==> src/rtl/tsws_pkg.sv <==
// Shared types and constants for the timed sample window store.
// Used by tsws_cell and timed_sample_window_store; no dependencies.
package tsws_pkg;

  localparam int DEPTH_DEF     = 1024;
  localparam int TIME_BITS_DEF = 32;
  localparam int LUX_BITS_DEF  = 16;

  localparam int          WINDOW_W     = 16;
  localparam logic [15:0] WINDOW_RESET = 16'd600;

  // tuser codes on the request channel
  localparam logic KIND_SAMPLE = 1'b0;
  localparam logic KIND_QUERY  = 1'b1;

  typedef enum logic [1:0] {
    ST_IDLE,
    ST_SCAN,
    ST_APPEND,
    ST_REPLY
  } state_e;

  // broadcast to every cell of the row
  typedef struct packed {
    logic shift;  // cells below the tail take their upper neighbor
    logic load;   // the tail cell takes the feed entry
  } cell_ctrl_t;

endpackage

==> src/rtl/tsws_cell.sv <==
// One storage cell of the sample row: holds a timestamp and a lux level.
// Depends on tsws_pkg for the control struct and default widths.
module tsws_cell #(
  parameter int INDEX     = 0,
  parameter int IDX_W     = 10,
  parameter int TIME_BITS = tsws_pkg::TIME_BITS_DEF,
  parameter int LUX_BITS  = tsws_pkg::LUX_BITS_DEF
) (
  input  logic                 clk_i,
  input  tsws_pkg::cell_ctrl_t ctrl_i,
  input  logic [IDX_W-1:0]     tail_i,
  input  logic [TIME_BITS-1:0] nbr_stamp_i,
  input  logic [LUX_BITS-1:0]  nbr_level_i,
  input  logic [TIME_BITS-1:0] feed_stamp_i,
  input  logic [LUX_BITS-1:0]  feed_level_i,
  output logic [TIME_BITS-1:0] stamp_o,
  output logic [LUX_BITS-1:0]  level_o
);

  localparam logic [IDX_W-1:0] MY_IDX = IDX_W'(INDEX);

  logic [TIME_BITS-1:0] stamp_q, stamp_d;
  logic [LUX_BITS-1:0]  level_q, level_d;

  always_comb begin
    stamp_d = stamp_q;
    level_d = level_q;
    if (ctrl_i.load && (tail_i == MY_IDX)) begin
      stamp_d = feed_stamp_i;
      level_d = feed_level_i;
    end else if (ctrl_i.shift && (MY_IDX < tail_i)) begin
      stamp_d = nbr_stamp_i;
      level_d = nbr_level_i;
    end
  end

  always_ff @(posedge clk_i) begin
    stamp_q <= stamp_d;
    level_q <= level_d;
  end

  assign stamp_o = stamp_q;
  assign level_o = level_q;

endmodule

==> config.mk <==
export PLATFORM = sky130hd
export DESIGN_NAME = tsws_cell
export DESIGN_NICKNAME = d
export VERILOG_FILES = /design/src/rtl/tsws_pkg.sv /design/src/rtl/tsws_cell.sv
export SDC_FILE = /design/constraint.sdc
export NUM_CORES = 1
export LEC_CHECK = 0
export ABC_AREA = 0
export BUFFER_PORTS_ARGS = -buffer_cell sky130_fd_sc_hd__buf_4
export CAP_MARGIN = 20
export CORE_MARGIN = 1
export CORE_UTILIZATION = 30
export DETAILED_ROUTE_END_ITERATION = 10
export GPL_TIMING_DRIVEN = 0
export PLACE_DENSITY = 0.6
export SETUP_SLACK_MARGIN = 0.3
export SKIP_LAST_GASP = 1
export SYNTH_ARGS = -nofsm -noshare
export SYNTH_HDL_FRONTEND = slang
export SYNTH_SLANG_ARGS = --single-unit
==> constraint.sdc <==
create_clock -name clk_i -period 13.05 [get_ports clk_i]
set_input_delay 0 -clock clk_i [delete_from_list [all_inputs] [get_ports clk_i]]
set_output_delay 0 -clock clk_i [all_outputs]
set_load 0.01 [all_outputs]
Word level (Yosys, flattened, before mapping)
Cells that the tools add are included.

operators by class
  order comparisons = 1
  muxes and demuxes = 4
  reductions and logical operators = 4

operator list
  cell                                                                           number
  32-bit two-way mux                                                             2
  16-bit two-way mux                                                             2
  10-bit zero test                                                               1
  1-bit by 10-bit less-than comparator with 1-bit output (first input constant)  1
  1-bit logical AND                                                              2
  2-bit nonzero test                                                             1

storage, ports and cells
  register bits = 48
  input bits = 109
  output and inout port bits = 48

Longest topological paths before layout
Gate-level depths: netlist of run 1.

  depth after elaboration = 4
  mapped depth = 5
  gate-level depth less buffers = 3

Worst setup path before layout of run 1
OpenSTA, ideal clock, no wires.

  path type = input to register
  start point = in tail_i[7]
  end point = reg level_q[0], in the netlist level_o[0] (enable)
  setup time = 0.520 ns
  arrival = 3.592 ns
  required time = 12.530 ns
  slack = 8.938 ns
  stages on the path = 3
  path buffers = 0
  cell sequence = nor4_2 and3_1 o21ai_0

between the ends
  longest elaborated chain between the ends = 3
  elaborated cells between the ends (all ways) = 5
  those cells by class = order compare (1); reduce/logical (4)

ends and longest elaborated chain
  what                                                                                               line                              source
  start, declared                                                                                    tsws_cell.sv:11                   input logic [IDX_W-1:0] tail_i,
  1-bit by 10-bit less-than comparator with 1-bit output / 10-bit zero test (equally long branches)  tsws_cell.sv:31, tsws_cell.sv:28
  1-bit logical AND, on equally long branches                                                        tsws_cell.sv:31, tsws_cell.sv:28
  2-bit nonzero test (no line) *                                                                     -
  end signal, assigned                                                                               tsws_cell.sv:39                   level_q <= level_d;
  end, declared                                                                                      tsws_cell.sv:23                   logic [LUX_BITS-1:0] level_q, level_d;

Every way passes the cells marked *; elsewhere a longest branch is shown, timed or not.
A chain may end at the register's enable or synchronous reset.

Worst setup path after layout of run 1
  start point = in tail_i[9]
  end point = reg stamp_q[23], in the netlist stamp_o[23], data pin

between the ends
  longest elaborated chain between the ends = 3

ends and longest elaborated chain
  what                  line             source
  10-bit zero test      tsws_cell.sv:28  if (ctrl_i.load && (tail_i == MY_IDX)) begin
  1-bit logical AND     tsws_cell.sv:28
  32-bit two-way mux    tsws_cell.sv:28
  via stamp_d[23]       tsws_cell.sv:22  logic [TIME_BITS-1:0] stamp_q, stamp_d;
  end signal, assigned  tsws_cell.sv:38  stamp_q <= stamp_d;
  end, declared         tsws_cell.sv:22

The timed path passes the listed nets, and every way through them passes these cells.

==> qor.txt, run 1 <==
Least-Margin Pin Slew -> 779 ps
Final WS setup -> 11060 ps
Mapped Nets -> 217
die width -> 85.5 um
most used routing layer -> met2
Hold WC Path Type -> in2reg
die area -> 7320 um^2
Buffers on Ports -> 156
initial antenna violation count -> 0
GR Layer Usage met1 -> 17.4%
GRT Total Usage -> 15.7%
Pwr Total -> 0.354 mW
Worst Hold Depth -> 2
vias in the first global route -> 1807
Crit path required time -> 13100 ps
Post-DP HPWL -> 4010 um
Synth top area share -> 68.9%
crit end category -> flop
critical path class -> in2reg
Final ANT Viol Nets -> 0
largest net degree at the start of global routing -> 28
row count -> 30
H-tree depth -> 2
largest cells by area after synthesis -> edfxtp_1 (69%), mux2_2 (21%), mux2_4 (6.5%)
Detailed Route Iter0 Violations -> 20
Worst setup SP type -> primary input
maximum fanout along the worst path -> 10
fillcell total -> 552
pre-CTS WS -> 10940 ps
Worst-path clk slew -> 90 ps
Period Utilization, post-route -> 15.3%
Final Hold Fails -> 0
Synth cell types -> 12
Post-CTS Setup Bufs -> 0
RSZ-0062 raised after global routing -> false
num ports -> 157
CTS tree -> built
first-pass GRT wire length -> 8650 um
gpl congestion -> 0.718
total CTS buffers -> 5
commonest non-fill, non-tap cell in the layout -> buf_4
# Max-Cap Violations -> 0
Synth Instances -> 108
M2 GR Usage -> 27.7%
Area after DPL -> 3400 um^2
DRC errors left -> 0
Ys Warns -> 0
area of the multi-input gates -> 632 um^2
Routed WL per cell -> 14.0 um
P_leak -> 1.87 nW
routed via count -> 1878
Min Clock Period, post-route -> 1990 ps
Slew Viols, Final -> 0
syn avg cell area -> 19.4 um^2
met3 usage -> 6.26%
gr ovfl total -> 0
leading area contributor after synthesis -> edfxtp_1
Worst VDD drop -> 0.0000387 V
cell area power density -> 83.3 nW/um^2
Initial Utilization -> 31.0%
Area growth syn-to-layout -> 103%
CP Data Arrival Time -> 2050 ps
status -> completed
DR pass1 iterations -> 4
fin nets -> 458
Seq cells post-synth -> 48
Die H -> 85.5 um
Clock Tree Buf Depth -> 2
CTS Sinks -> 48
vias per inst -> 4.37
layout cells sized above 1 -> 62.0%
Slew HR -> 47.9%
Final Setup Violations -> 0
Reg area -> 1440 um^2
fin area -> 4250 um^2
setup TNS -> 0 ps
mapped cell area -> 2090 um^2
Core Region -> 6760 um^2
Antenna Cells -> 0
achievable frequency -> 502 MHz
sequential-to-total area share from yosys stat -> 68.9%
Root Buffer -> clkbuf_8
commonest cells after routing, fill and taps aside -> buf_4 (156), dlygate4sd3_1 (77), edfxtp_1 (48), mux2_2 (39), mux2_4 (9)
Routed WL -> 6030 um
## per-stage QoR
step | util [%] | std cells | hold WS, ps
floorplan | - | 108 | 217
global placement | 49.8 | 344 | 301
detailed placement | 50.3 | 345 | 303
CTS | 62.5 | 427 | 0.120
global route | 63.0 | 430 | 1.22
finish | 63.0 | 430 | 11.1
## what timing repair did
action,in CTS,in global routing
hold endpoints to repair,38,2
hold buffers,74,3
resized for setup,0,0
## layout make-up
class,instances,area share [%]
timing repair buffer,234,46.1
buffer,5,0.647
tap,80,2.35
clock buffer,5,1.62
sequential,48,33.9
multi-input combinational,54,14.9
inverter,1,0.0882
clock inverter,3,0.441
## report_power, final
part,switching (mW),internal (mW),total [mW]
sequential,0.00320,0.183,0.186
clock,0.0502,0.0371,0.0873
combinational,0.0247,0.0561,0.0808
## worst paths after layout
path,startpoint,endpoint
max,tail_i[9],stamp_o[23]
min,feed_stamp_i[9],stamp_o[9]
## critical path: stages
cell	delay, ps
buf_4	110
nor4_2	310
nand4_1	280
buf_2	300
buf_6	190
mux2_4	300
dlygate4sd3_1	550
## state kept, by name (all words and copies together) (netlist names)
register / count
stamp_o: 32
level_o: 16
## Yosys cell counts
| master | instances |
|---|---|
| buf_2 | 1 |
| buf_6 | 1 |
| and3_1 | 1 |
| buf_1 | 3 |
| edfxtp_1 | 48 |
| o21ai_0 | 1 |
| nand4_1 | 1 |
| inv_1 | 1 |
| nor2_1 | 1 |
| mux2_2 | 39 |
| mux2_4 | 9 |
| nor4_2 | 2 |
## per-layer routing
layer	wire length (um)	up-vias	part of all wire, %
met5	0	-	0
met4	62	0	1.0
met3	708	6	12
met2	2900	119	48
met1	2360	850	39
li1	-	903	-
## logic make-up after synthesis
family	count (synthesis)	share of synthesized area (%)
buf+inv	6	1.49
compound gates	1	0.239
simple gates	5	1.97
mux	48	27.4
flops	48	68.9
Note: power is estimated with default switching activity, not from simulation.
==> run 2, diff against run 1 <==
Settings changed: ABC_AREA 0 to 1, PLACE_DENSITY 0.6 to 0.58.
Clock period 13.05 ns to 2 ns, I/O delays scaled along.
==> qor.txt, run 2 <==
status -> completed (unchanged)
die area -> 7960 um^2 (was 7320 um^2)
Final Hold Fails -> 0 (unchanged)
P_leak -> 1.97 nW (was 1.87 nW)
die width -> 89.2 um (was 85.5 um)
Routed WL per cell -> 14.1 um (was 14.0 um)
mux share of post-synthesis cell area -> 0% (was 27.4%)
crit end category -> flop (unchanged)
GR Layer Usage met1 -> 23.0% (was 17.4%)
RSZ-0062 raised after global routing -> false (unchanged)
leading area contributor after synthesis -> edfxtp_1 (unchanged)
Mapped Nets -> 337 (was 217)
vias per inst -> 4.58 (was 4.37)
Hold WC Path Type -> in2reg (unchanged)
GRT Total Usage -> 18.4% (was 15.7%)
Worst-path clk slew -> 90 ps (about the same)
gr ovfl total -> 0 (unchanged)
Synth Instances -> 228 (was 108)
most used routing layer -> met2 (unchanged)
fin nets -> 549 (was 458)
fillcell total -> 683 (was 552)
Worst VDD drop -> 0.000254 V (was 0.0000387 V)
Crit path required time -> 2000 ps (was 13100 ps)
Area after DPL -> 3600 um^2 (was 3400 um^2)
CP Data Arrival Time -> 1580 ps (was 2050 ps)
Final Setup Violations -> 0 (unchanged)
# Max-Cap Violations -> 0 (unchanged)
Min Clock Period, post-route -> 1570 ps
fin area -> 4160 um^2 (was 4250 um^2)
Detailed Route Iter0 Violations -> 106 (was 20)
critical path class -> in2reg (unchanged)
Buffers on Ports -> 156 (unchanged)
largest cells by area after synthesis -> edfxtp_1 (63%), nand2_1 (17%), nand4_1 (13%) (was edfxtp_1 (69%), mux2_2 (21%), mux2_4 (6.5%))
cell with the most instances after synthesis -> nand2_1 (was edfxtp_1)
Synth Area in XOR/XNOR -> 0% (unchanged)
Least-Margin Pin Slew -> 595 ps (was 779 ps)
Root Buffer -> clkbuf_8 (unchanged)
Routed WL -> 7590 um (was 6030 um)
initial antenna violation count -> 0 (unchanged)
Slew HR -> 60.3% (was 47.9%)
total CTS buffers -> 5 (unchanged)
sequential-to-total area share from yosys stat -> 63.2% (was 68.9%)
first-pass GRT wire length -> 10900 um (was 8650 um)
Period Utilization, post-route -> 78.7%
maximum fanout along the worst path -> 30 (was 10)
EDFF count, synth -> 48 (unchanged)
met3 usage -> 4.71% (was 6.26%)
mapped cell area -> 2280 um^2 (was 2090 um^2)
Antenna Cells -> 0 (unchanged)
Slew Viols, Final -> 0 (unchanged)
cell area power density -> 549 nW/um^2 (was 83.3 nW/um^2)
Area growth syn-to-layout -> 82.6% (was 103%)
H-tree depth -> 2 (unchanged)
gpl congestion -> 0.743 (was 0.718)
Synth top area share -> 63.2% (was 68.9%)
Core Region -> 7290 um^2 (was 6760 um^2)
Synth Area in Simple Gates -> 31.8% (was 1.97%)
Seq cells post-synth -> 48 (unchanged)
Ys Warns -> 0 (unchanged)
Die H -> 89.2 um (was 85.5 um)
Initial Utilization -> 31.3% (was 31.0%)
Post-DP HPWL -> 5300 um (was 4010 um)
row count -> 31 (was 30)
DRC errors left -> 0 (unchanged)
commonest cells after routing, fill and taps aside -> buf_4 (158), nand2_1 (101), nand4_1 (48), dlygate4sd3_1 (48), edfxtp_1 (48) (was buf_4 (156), dlygate4sd3_1 (77), edfxtp_1 (48), mux2_2 (39), mux2_4 (9))
Final ANT Viol Nets -> 0 (unchanged)
commonest non-fill, non-tap cell in the layout -> buf_4 (unchanged)
num ports -> 157 (unchanged)
Post-Synth Adder-Cell Area -> 0% (unchanged)
M2 GR Usage -> 30.5% (was 27.7%)
largest net degree at the start of global routing -> 31 (was 28)
Pwr Total -> 2.29 mW (was 0.354 mW)
Synth Flop Type -> edfxtp_1 (unchanged)
Synth cell types -> 13 (was 12)
most common library cells after synthesis -> nand2_1 (102), edfxtp_1 (48), nand4_1 (48), clkbuf_1 (9), buf_2 (8) (was edfxtp_1 (48), mux2_2 (39), mux2_4 (9), buf_1 (3), nor4_2 (2))
CTS tree -> built (unchanged)
achievable frequency -> 635 MHz
Largest register FFs -> 32 (unchanged)
syn avg cell area -> 10.0 um^2 (was 19.4 um^2)
layout cells sized above 1 -> 40.1% (was 62.0%)
Worst setup SP type -> primary input (unchanged)
vias in the first global route -> 2229 (was 1807)
DR pass1 iterations -> 4 (unchanged)
share of flip-flops with an asynchronous set or reset -> 0% (unchanged)
largest family of logic cells by synthesized area -> simple AND/OR/NAND/NOR gates (was multiplexers)
routed via count -> 2471 (was 1878)
Synth Area in Compound Gates -> 0% (was 0.239%)
CTS Sinks -> 48 (unchanged)
Clock Tree Buf Depth -> 2 (unchanged)
-- run 2: cell count changes after synthesis, sizes merged --
cell,change
and3,-1
nand4,+47
o21ai,-1
nand3,+1
clkbuf,+9
mux2,-48
buf,+6
or2,+1
nand2,+102
inv,+3
nor2,+3
nor4,-2
-- run 2: stage by stage --
step / util (%) / TNS (ps) / setup slack [ps] / instances / hold slack, ps
floorplan: - / 0 / 305 / 228 / 179
global placement: 49.1 / -16120 / -337 / 483 / 263
detailed placement: 49.3 / -1860 / -63.2 / 484 / 268
CTS: 57.1 / 0 / 420 / 540 / 10.9
global route: 57.1 / 0 / 336 / 540 / 21.0
finish: 57.1 / 0 / 426 / 540 / 19.5
-- run 2: path summary, 6_finish.rpt --
kind / endpoint / slack, ps / cells past startpoint / from
max: stamp_o[0] / 430 / 7 / tail_i[4]
min: stamp_o[7] / 20 / 3 / feed_stamp_i[7]
-- run 2: timing repair --
| action | in CTS | in global routing |
|---|---|---|
| hold endpoints to repair | 48 | 0 |
| resized for setup | 1 | 0 |
| endpoints found under the setup margin | 30 | 0 |
| hold buffers | 48 | 0 |
| buffers inserted | 0 | 0 |
-- run 2: final cells by class --
class,instances,area [um^2],area share [%]
sequential,48,1440,34.6
clock buffer,7,76.3,1.83
multi-input combinational,156,732,17.6
buffer,20,100,2.40
clock inverter,1,3.75,0.0901
tap,99,124,2.97
inverter,4,15.0,0.361
timing repair buffer,205,1670,40.1
-- run 2: worst max-delay path, stage by stage --
cell	delay [ps]
buf_4	100
or2_1	250
nor2_4	190
nand3_2	110
clkbuf_1	300
nand2_4	350
buf_12	250
-- run 2: kinds of logic (layout without fill, tap and decap cells) --
group / Yosys count / in the layout
flip-flops: 48 / 48
AND/OR/NAND/NOR: 156 / 156
buffers and inverters: 24 / 237
-- run 2: per-layer routing --
layer  wire length [um]  vias to the layer above
li1                   -                     1231
met1               3100                     1100
met2               3570                      128
met3                753                       12
met4                164                        0
met5                  0                        -
-- run 2: report_power, final --
group          switching [mW]  total [mW]  internal [mW]
logic                   0.195       0.508          0.313
registers              0.0218        1.22           1.19
clock network           0.319       0.563          0.244
total                   0.536        2.29           1.75
==> run 3, diff against run 2 <==
Clock period 2 ns to 1.5 ns, I/O delays scaled along.
==> qor.txt, run 3 (synthesized netlist as in run 2, its figures left out) <==
Reg power frac -> 53.5% (was 53.2%)
Crit path largest cell delay -> 250 ps (was 350 ps)
Worst path top cell family by delay -> simple AND/OR/NAND/NOR gates (unchanged)
Setup crit start -> tail_i[4] (unchanged)
Worst Path Buf+Inv -> 2 (was 3)
crit end category -> flop (unchanged)
worst path cell trace -> buf_4, or2_1, nor2_4, buf_4, nand2_1, nand2_2, nand2_8 (was buf_4, or2_1, nor2_4, nand3_2, clkbuf_1, nand2_4, buf_12)
first-pass GRT wire length -> 10100 um (was 10900 um)
cell area power density -> 723 nW/um^2 (was 549 nW/um^2)
Period Utilization, post-route -> 76.6%
Pwr Total -> 3.03 mW (was 2.29 mW)
num ports -> 157 (unchanged)
layout cells sized above 1 -> 40.9% (was 40.1%)
Post-DP HPWL -> 4930 um (was 5300 um)
CP most frequent cell -> buf_4
P_leak -> 1.98 nW (was 1.97 nW)
cell-internal power -> 2.33 mW (was 1.75 mW)
Root Buffer -> clkbuf_8 (unchanged)
RSZ-0062 raised after global routing -> false (unchanged)
die area -> 7960 um^2 (unchanged)
largest net degree at the start of global routing -> 25 (was 31)
Largest register FFs -> 32 (unchanged)
Antenna Cells -> 0 (unchanged)
Die H -> 89.2 um (unchanged)
maximum fanout along the worst path -> 24 (was 30)
Core Region -> 7290 um^2 (unchanged)
routed via count -> 2455 (was 2471)
Hold WC Path Type -> in2reg (unchanged)
sw frac -> 23.1% (was 23.4%)
CTS tree -> built (unchanged)
DR pass1 iterations -> 5 (was 4)
GRT Total Usage -> 16.9% (was 18.4%)
H-tree depth -> 2 (unchanged)
commonest non-fill, non-tap cell in the layout -> buf_4 (unchanged)
pre-CTS WS -> -58.8 ps (was -63.2 ps)
Final Hold Fails -> 0 (unchanged)
status -> completed (unchanged)
CP Data Arrival Time -> 1160 ps (was 1580 ps)
CTS Sinks -> 48 (unchanged)
commonest cells after routing, fill and taps aside -> buf_4 (159), nand2_1 (100), nand4_1 (48), dlygate4sd3_1 (48), edfxtp_1 (48) (was buf_4 (158), nand2_1 (101), nand4_1 (48), dlygate4sd3_1 (48), edfxtp_1 (48))
# Max-Cap Violations -> 0 (unchanged)
Comb pwr share -> 22.4% (was 22.2%)
Area after DPL -> 3600 um^2 (about the same)
Switch Pwr -> 0.699 mW (was 0.536 mW)
setup TNS -> 0 ps (unchanged)
gpl congestion -> 0.759 (was 0.743)
Final WS setup -> 351 ps (was 426 ps)
Worst Hold Launch -> feed_level_i[4] (was feed_stamp_i[7])
Max stage delay cell, worst path -> or2_1 (was nand2_4)
Initial Utilization -> 31.3% (unchanged)
Final ANT Viol Nets -> 0 (unchanged)
achievable frequency -> 871 MHz
clock network power share -> 24.0% (was 24.6%)
Buffers on Ports -> 156 (unchanged)
Crit path required time -> 1510 ps (was 2000 ps)
gr ovfl total -> 0 (unchanged)
critical path class -> in2reg (unchanged)
Min Clock Period, post-route -> 1150 ps
initial antenna violation count -> 0 (unchanged)
hold_ws -> 20.6 ps (was 19.5 ps)
Worst setup SP type -> primary input (unchanged)
DRC errors left -> 0 (unchanged)
Routed WL -> 7170 um (was 7590 um)
fin area -> 4190 um^2 (was 4160 um^2)
Clock Tree Buf Depth -> 2 (unchanged)
Area growth syn-to-layout -> 83.5% (was 82.6%)
Slew HR -> 65.9% (was 60.3%)
Least-Margin Pin Slew -> 512 ps (was 595 ps)
Worst VDD drop -> 0.000350 V (was 0.000254 V)
vias in the first global route -> 2267 (was 2229)
vias per inst -> 4.55 (was 4.58)
fillcell total -> 671 (was 683)
Slew Viols, Final -> 0 (unchanged)
Final Setup Violations -> 0 (unchanged)
Worst-path clk slew -> 90 ps (about the same)
die width -> 89.2 um (unchanged)
total CTS buffers -> 5 (unchanged)
Routed WL per cell -> 13.3 um (was 14.1 um)
fin nets -> 549 (unchanged)
row count -> 31 (unchanged)
Detailed Route Iter0 Violations -> 82 (was 106)
[run 3: cell count changes in the layout (fill, tap and decap cells not counted), sizes merged]
cell / change
clkbuf: -1
nand2: +1
buf: -1
[run 3: layout make-up]
type	instances	area (um^2)	share of cell area, %
clock buffer	6	72.6	1.73
buffer	20	113	2.69
multi-input combinational	157	763	18.2
sequential	48	1440	34.4
tap	99	124	2.96
inverter	4	15.0	0.359
clock inverter	1	5.00	0.120
timing repair buffer	204	1650	39.5
[run 3: timing repair]
item | 4_1_cts | 5_1_grt
endpoints found under the hold margin | 48 | 0
setup buffers | 0 | 0
pin swaps | 1 | 0
gates cloned | 1 | 0
gates resized for setup | 1 | 1
setup endpoints to repair | 48 | 24
hold buffers | 48 | 0
[run 3: routing by layer]
metal  wire length [um]  part of all wire, %  track usage [%]
met5                  0                    0                0
met4                 99                  1.4             4.62
met3                600                  8.4             5.72
met2               3650                   51             31.0
met1               2820                   39             18.5
[run 3: power by group through the flow]
stage          Combinational [mW]  Clock, mW  Sequential, mW
2_1_floorplan               0.110          0            1.71
3_3_place_gp                0.571          0            1.65
3_5_place_dp                0.574          0            1.65
4_1_cts                     0.678      0.756            1.62
5_1_grt                     0.733      0.792            1.63
6_report                    0.678      0.728            1.62
[run 3: stage by stage]
stage | utilization, % | std cells
after CTS | 57.3 | 539
final | 57.4 | 539
after global placement | 49.4 | 483
after floorplan | - | 228
after detailed placement | 49.4 | 483
after global routing | 57.4 | 539
[run 3: worst paths after layout]
path                  cells after the start          to
worst max-delay path                      7  stamp_o[1]
worst min-delay path                      3  level_o[4]
